### config.mk
export PLATFORM = sky130hd
export DESIGN_NAME = adsr_div
export DESIGN_NICKNAME = d
export VERILOG_FILES = /design/src/rtl/adsr_envelope_level_assert.svh /design/src/rtl/adsr_pkg.sv /design/src/rtl/adsr_div.sv
export SDC_FILE = /design/constraint.sdc
export NUM_CORES = 2
export LEC_CHECK = 0
export BUFFER_PORTS_ARGS = -buffer_cell sky130_fd_sc_hd__buf_4
export CAP_MARGIN = 20
export CORE_ASPECT_RATIO = 0.75
export CORE_UTILIZATION = 45
export CTS_CLUSTER_DIAMETER = 60
export DETAILED_ROUTE_END_ITERATION = 16
export SLEW_MARGIN = 15
export SYNTH_ARGS = -nofsm -noshare
export SYNTH_HDL_FRONTEND = slang
export SYNTH_SLANG_ARGS = --single-unit
### constraint.sdc
create_clock -name i_clk -period 4.2 [get_ports i_clk]
set_input_delay 0.84 -clock i_clk [delete_from_list [all_inputs] [get_ports i_clk]]
set_output_delay 0.84 -clock i_clk [all_outputs]
set_load 0.02 [all_outputs]
### src/rtl/adsr_envelope_level_assert.svh
// Assertion macros for the envelope level block.
`ifndef ADSR_ENVELOPE_LEVEL_ASSERT_SVH
`define ADSR_ENVELOPE_LEVEL_ASSERT_SVH

// The consequent must hold in the same cycle as the antecedent.
`define ADSR_ASSERT_IMPL(lbl, ante, cons, msg) \
    lbl: assert property (@(posedge i_clk) disable iff (!i_rst_n) (ante) |-> (cons)) \
        else $error(msg);

// The consequent must hold in the cycle after the antecedent.
`define ADSR_ASSERT_NEXT(lbl, ante, cons, msg) \
    lbl: assert property (@(posedge i_clk) disable iff (!i_rst_n) (ante) |=> (cons)) \
        else $error(msg);

`endif

### src/rtl/adsr_pkg.sv
// Shared constants and types of the envelope level block.
package adsr_pkg;

    // Default parameter values.
    localparam int ADSR_TIME_BITS = 32;
    localparam int ADSR_FRAC_BITS = 15;

    // Field and register widths.
    localparam int ADSR_TICK_W      = 18;
    localparam int ADSR_LVL_W       = 16;
    localparam int ADSR_TIME_W      = 32;
    localparam int ADSR_IN_TDATA_W  = 96;
    localparam int ADSR_OUT_TDATA_W = 24;
    localparam int ADSR_CFG_IDX_W   = 3;
    localparam int ADSR_CFG_DATA_W  = 18;

    // Levels at or below one ten-thousandth of full scale are cut to zero.
    localparam int ADSR_FLOOR_DIV = 10000;

    // Register values after reset.
    localparam logic [ADSR_TICK_W-1:0] ADSR_RST_ATTACK  = 18'd4800;
    localparam logic [ADSR_TICK_W-1:0] ADSR_RST_DECAY   = 18'd0;
    localparam logic [ADSR_TICK_W-1:0] ADSR_RST_RELEASE = 18'd24000;
    localparam logic [ADSR_LVL_W-1:0]  ADSR_RST_START   = 16'd32768;
    localparam logic [ADSR_LVL_W-1:0]  ADSR_RST_SUSTAIN = 16'd32768;

    // Configuration register indexes.
    typedef enum logic [ADSR_CFG_IDX_W-1:0] {
        CFG_ATTACK  = 3'd0,
        CFG_DECAY   = 3'd1,
        CFG_RELEASE = 3'd2,
        CFG_START   = 3'd3,
        CFG_SUSTAIN = 3'd4
    } t_cfg_idx;

endpackage

### src/rtl/adsr_div.sv
// Pipelined restoring divider, one quotient bit per register stage.
module adsr_div
    import adsr_pkg::*;
#(
    parameter int DW  = ADSR_TICK_W,
    parameter int QW  = ADSR_LVL_W,
    parameter int SBW = 1
) (
    input  logic             i_clk,
    input  logic             i_rst_n,
    input  logic             i_en,
    input  logic             i_valid,
    input  logic [DW+QW-1:0] i_num,
    input  logic [DW-1:0]    i_den,
    input  logic [SBW-1:0]   i_side,
    output logic             o_valid,
    output logic [QW-1:0]    o_quo,
    output logic [SBW-1:0]   o_side
);

    localparam int NW = DW + QW;

    // Stage registers; the numerator is known to be below den * 2^QW.
    logic [QW-1:0]  r_vld;
    logic [NW-1:0]  r_rem  [QW];
    logic [DW-1:0]  r_den  [QW];
    logic [QW-1:0]  r_quo  [QW];
    logic [SBW-1:0] r_side [QW];

    logic [QW-1:0]  w_vld_in;
    logic [NW-1:0]  w_rem_in  [QW];
    logic [DW-1:0]  w_den_in  [QW];
    logic [QW-1:0]  w_quo_in  [QW];
    logic [SBW-1:0] w_side_in [QW];
    logic [NW-1:0]  n_rem [QW];
    logic [QW-1:0]  n_quo [QW];

    // Each stage tries to subtract the divisor shifted to its quotient bit.
    for (genvar s = 0; s < QW; s++) begin : g_bit
        localparam int SH = QW - 1 - s;
        logic [NW-1:0] w_den_sh;
        logic          w_fit;

        if (s == 0) begin : g_head
            assign w_vld_in[s]  = i_valid;
            assign w_rem_in[s]  = i_num;
            assign w_den_in[s]  = i_den;
            assign w_quo_in[s]  = '0;
            assign w_side_in[s] = i_side;
        end else begin : g_tail
            assign w_vld_in[s]  = r_vld[s-1];
            assign w_rem_in[s]  = r_rem[s-1];
            assign w_den_in[s]  = r_den[s-1];
            assign w_quo_in[s]  = r_quo[s-1];
            assign w_side_in[s] = r_side[s-1];
        end

        assign w_den_sh = NW'(w_den_in[s]) << SH;
        assign w_fit    = (w_rem_in[s] >= w_den_sh);
        assign n_rem[s] = w_fit ? (w_rem_in[s] - w_den_sh) : w_rem_in[s];
        assign n_quo[s] = w_quo_in[s] | (QW'(w_fit) << SH);
    end

    // Valid bits travel with the data.
    always_ff @(posedge i_clk) begin
        if (!i_rst_n) begin
            r_vld <= '0;
        end else if (i_en) begin
            r_vld <= w_vld_in;
        end
    end

    // Payload advances whenever the pipeline does.
    always_ff @(posedge i_clk) begin
        if (i_en) begin
            for (int s = 0; s < QW; s++) begin
                r_rem[s]  <= n_rem[s];
                r_den[s]  <= w_den_in[s];
                r_quo[s]  <= n_quo[s];
                r_side[s] <= w_side_in[s];
            end
        end
    end

    assign o_valid = r_vld[QW-1];
    assign o_quo   = r_quo[QW-1];
    assign o_side  = r_side[QW-1];

endmodule

## Yosys cells after proc, flatten, opt, wreduce, memory -nomap -nowiden

Memory sizes are Yosys's and may differ from the RTL's.
Cells that the tools add are included.

| word-level totals | value |
|---|---|
| flip-flop bits (word level) | 16 |
| RAM bits | 1104 |
| bits of input ports | 57 |
| output and inout port bits | 18 |
| word-level logic and storage cells | 70 |
| memories kept | 4 |

Memories:

| memory | words | bits a word | read ports | clocked after Yosys merged registers in | wr ports | RTL line | RTL |
|---|---|---|---|---|---|---|---|
| r_rem | 16 | 34 | 15 | 0 | 16 | adsr_div.sv:25 | `logic [NW-1:0] r_rem [QW];` |
| r_den | 16 | 18 | 15 | 0 | 16 | adsr_div.sv:26 | `logic [DW-1:0] r_den [QW];` |
| r_quo | 16 | 16 | 16 | 0 | 16 | adsr_div.sv:27 | `logic [QW-1:0] r_quo [QW];` |
| r_side | 16 | 1 | 16 | 0 | 16 | adsr_div.sv:28 | `logic [SBW-1:0] r_side [QW];` |

| operators by class | value |
|---|---|
| add/sub/neg operators | 16 |
| $lt $le $gt $ge | 16 |
| muxes and demuxes | 18 |
| bitwise gates (word level) | 15 |

Operator list:

| kind | number |
|---|---|
| $mux W34 | 16 |
| $ge A34 B18 Y1 | 1 |
| $ge A34 B19 Y1 | 1 |
| $ge A34 B20 Y1 | 1 |
| $ge A34 B21 Y1 | 1 |
| $ge A34 B22 Y1 | 1 |
| $ge A34 B23 Y1 | 1 |
| $ge A34 B24 Y1 | 1 |
| $ge A34 B25 Y1 | 1 |
| $ge A34 B26 Y1 | 1 |
| $ge A34 B27 Y1 | 1 |
| $ge A34 B28 Y1 | 1 |
| $ge A34 B29 Y1 | 1 |
| $ge A34 B30 Y1 | 1 |
| $ge A34 B31 Y1 | 1 |
| $ge A34 B32 Y1 | 1 |
| $ge A34 B33 Y1 | 1 |
| $sub A34 B18 Y34 | 1 |
| $sub A34 B19 Y34 | 1 |
| $sub A34 B20 Y34 | 1 |
| $sub A34 B21 Y34 | 1 |
| $sub A34 B22 Y34 | 1 |
| $sub A34 B23 Y34 | 1 |
| $sub A34 B24 Y34 | 1 |
| 25 further kinds | 26 |

## Depth between registers and ports, before layout

An unclocked memory read counts as a cell.

| depth | value |
|---|---|
| depth after elaboration | 3 |
| mapped depth | 13 |
| mapped depth without buffers | 13 |

## Worst setup path before layout

Ideal clock, no wire load.

| timing | value |
|---|---|
| kind | input to register |
| start point | input i_den[4] |
| end point | memory r_rem[0][32] (netlist name), data pin |
| setup time | 0.270 ns |
| data arrival time | 3.279 ns |
| data required time | 3.930 ns |
| path slack | 0.651 ns |
| cell stages on the path | 11 |
| path buffers | 1 |
| cell sequence | inv_1 > ha_1 > a21oi_1 > o211ai_1 > a21o_1 > a221oi_1 > o31ai_1 > o22a_1 > a21oi_1 > clkbuf_1 > o21ai_0 |

RTL lines:

| what | RTL line | RTL |
|---|---|---|
| start: declaration | adsr_div.sv:14 | `input logic [DW-1:0] i_den,` |
| end: declaration | adsr_div.sv:25 |  |

==> flow_summary_export.csv <==
group,metric,value,unit
outcome,status,"complete, no violations",
worst_setup_path,path_class,"flip-flop to flip-flop",
power_and_ir_drop,p_leak,21.0,nW
floorplanning,ios,75,
yosys,netlist_area,48200,µm²
worst_setup_path,cp_cell_sequence,"ha_1 -> or4b_2 -> nor3_2 -> nand4_1 -> nor4b_4 -> buf_4 -> nor3b_1 -> or3b_2 -> nor3_1 -> xor2_1",
cts,cts_setup_buffers,0,
yosys,syn_inst,4003,
worst_setup_path,crit_buf_inv,1,
cts,clk_pin_slew,0.06,ns
hold_path,hold_class,"primary input to flip-flop",
floorplanning,start_util,0.456,
detailed_routing,dr.pass1.iters,5,
timing,maxSlewHeadroom,0.275,
cells_and_area,area_delta_synth_final,13.1,%
yosys,synth-edff-count,932,
timing,min_period,4.07,ns
timing,report.final.slew_viol_count,0,
timing,max_freq,245,MHz
yosys,yosys_warnings,0,
grt,grt_busiest_layer,"met1",
cells_and_area,insertedDiodeCount,0,
flow_run,maxCapViolations,0,
cells_and_area,drive_above_1_share,0.0958,
placement,gp_congestion,0.903,
detailed_routing,drt_iter0_drc,3044,
grt,antenna_found_initial,1,
cts,cts_buffers,98,
placement,hpwl,79300,µm
yosys,synth-async-reset-ratio,0,
detailed_routing,via_count,31100,
yosys,synth_seq_cells,948,
timing,hold_viol,0,
yosys,seq_area_frac_synth,0.587,
cts,htree_levels,3,
worst_setup_path,cp_top_family,"simple AND/OR/NAND/NOR gates",
worst_setup_path,worstPathRequired,4.60,ns
floorplanning,die_h,286,µm
yosys,synth_cell_types,77,
floorplanning,fp.dieArea,109000,µm²
cts,ctsHoldBuffers,0,
floorplanning,rows,103,
worst_setup_path,worstPathArrival,4.48,ns
detailed_routing,ant_nets,0,
timing,finalClockSkew,0.0588,ns
yosys,netlist_top_cells_count,"edfxtp_1, inv_1, ha_1",
timing,post-route-period-util,0.970,
yosys,syn_area_per_cell,12.1,µm²
timing,tightest_slew,1.08,ns
worst_setup_path,timing.critical_path.slowest_cell_delay,0.68,ns
grt,use_met2,0.239,
cts,cts_tree,"yes",
worst_setup_path,worstSetupEndpointType,"flip-flop",
floorplanning,core_area,106000,µm²
grt,grt_max_degree,111,
cts,cts_sinks,948,
timing,fin_tns_setup,0,ns
grt,grt_pass1_wl,169000,µm
cts,cts_buffer_depth,3,
detailed_routing,wl_per_cell,18.9,µm
grt,track_usage,0.198,
cells_and_area,nets,4545,
worst_setup_path,crit_path_max_fanout,5,
power_and_ir_drop,cellPowerDensity,644,nW/µm²
yosys,synthesis.nets,4363,
power_and_ir_drop,irDropWorstVdd,0.374,mV
yosys,yosysTopAreaCell,"edfxtp_1",
floorplanning,die_w,380,µm
cells_and_area,post-route-util,0.516,
detailed_routing,route.detailed.drc,0,
worst_setup_path,critPathSlowestCell,"or4b_2",
yosys,yosysTopAreaCellShare,0.580,
detailed_routing,viasPerCell,5.47,
grt,grt.met1_usage,0.338,
worst_setup_path,cp-start-kind,"flip-flop",
cts,root_buffer,"clkbuf_16",
yosys,synth_area_leaders,"edfxtp_1, ha_1, xnor2_1",
detailed_routing,wl,107000,µm
grt,grt_pass1_vias,28900,
cts,insertion_delay,0.72,ns
grt,grt_util_met3,0.0507,
grt,grt_overflow,0,
yosys,ys.flop_type,"edfxtp_1",
yosys,yosys.cell_count.top_type,"edfxtp_1",
placement,port_buffers,74,
timing,setup_viol,0,
-- cells in the final DEF, fill, tap and decap left out, types with 14 or more instances in the layout --
cell type	n
nand3_1	56
a21o_1	113
clkbuf_1	16
a21oi_1	247
o31ai_1	31
clkbuf_16	99
clkinv_1	16
nand2b_1	55
o21a_1	51
nand2_1	284
or2_2	17
inv_1	359
nor4_1	43
and3_1	21
xor2_1	149
or3_1	33
a31oi_1	28
mux2i_1	19
edfxtp_1	932
a2111oi_0	15
xnor2_1	171
buf_12	16
o31a_1	17
nand3b_1	15
buf_4	133
mux2_2	55
o21ai_0	250
nor2_1	236
o21bai_1	14
dfxtp_1	16
a211oi_1	20
nor3_1	81
nand4_1	43
ha_1	288
fa_1	15
clkinv_2	25
nor2b_1	62
or4_1	21
-- final cells by class --
type                       count  area, µm²
clock buffer                 116       2550
clock inverter                69        825
fill                        9170      51300
inverter                     359       1350
multi-input combinational   2627      18400
sequential                   948      28300
tap                         1417       1770
timing repair buffer         151       1350
-- where the power goes --
group | internal [W] | switching, W | leakage [nW]
Combinational | 0.00510 | 0.00666 | 10.3
Clock | 0.00520 | 0.00385 | 1.65
Sequential | 0.0131 | 0.00123 | 9.12
Total | 0.0234 | 0.0117 | 21.0
-- what timing repair did --
| item | in CTS | in global routing |
|---|---|---|
| cloned | 0 | 0 |
| setup endpoints to repair | 15 | 2 |
| resized for setup | 2 | 1 |
-- through the flow --
step | total power (W) | cell area, µm² | std cells | hold slack [ns] | setup WS, ns
5_1_grt | 0.0373 | 54600 | 5687 | 0.264 | -0.0187
2_1_floorplan | 0.0226 | 48200 | 4003 | 0.400 | 0.651
3_3_place_gp | 0.0258 | 51100 | 5501 | 0.400 | -0.235
4_1_cts | 0.0352 | 54500 | 5686 | 0.248 | 0.155
6_report | 0.0351 | 54600 | 5687 | 0.306 | 0.126
3_5_place_dp | 0.0259 | 51100 | 5501 | 0.405 | -0.201
-- state kept, by name (all words and copies together), names as in the netlist --
register,cells
r_rem,510
r_den,270
r_quo,136
r_side,16
r_vld,16
-- worst paths after layout --
check / slack [ns] / endpoint / start / depth (start not counted)
worst max register to register: 0.13 / r_rem[0][268] / r_rem[0][215] / 10
worst min-delay path: 0.31 / r_den[0][16] / i_den[16] / 1
worst min register to register: 0.38 / r_quo[1][85] / r_quo[1][69] / 0
worst max-delay path: 0.13 / r_rem[0][268] / r_rem[0][215] / 10
-- per-layer routing --
| layer | share of wire | vias to the layer above |
|---|---|---|
| li1 | - | 15200 |
| met1 | 0.54 | 14900 |
| met2 | 0.36 | 861 |
| met3 | 0.083 | 115 |
| met4 | 0.016 | 0 |
| met5 | 0 | - |
-- kinds of logic after synthesis --
family | Yosys count | synth area share
mux | 74 | 0.0168
compound gates | 903 | 0.118
fa+ha+maj | 303 | 0.0809
flops | 948 | 0.587
buf+inv | 428 | 0.0334
xor+xnor | 321 | 0.0584
simple gates | 1026 | 0.106
Note: power is estimated with default switching activity, not from simulation.
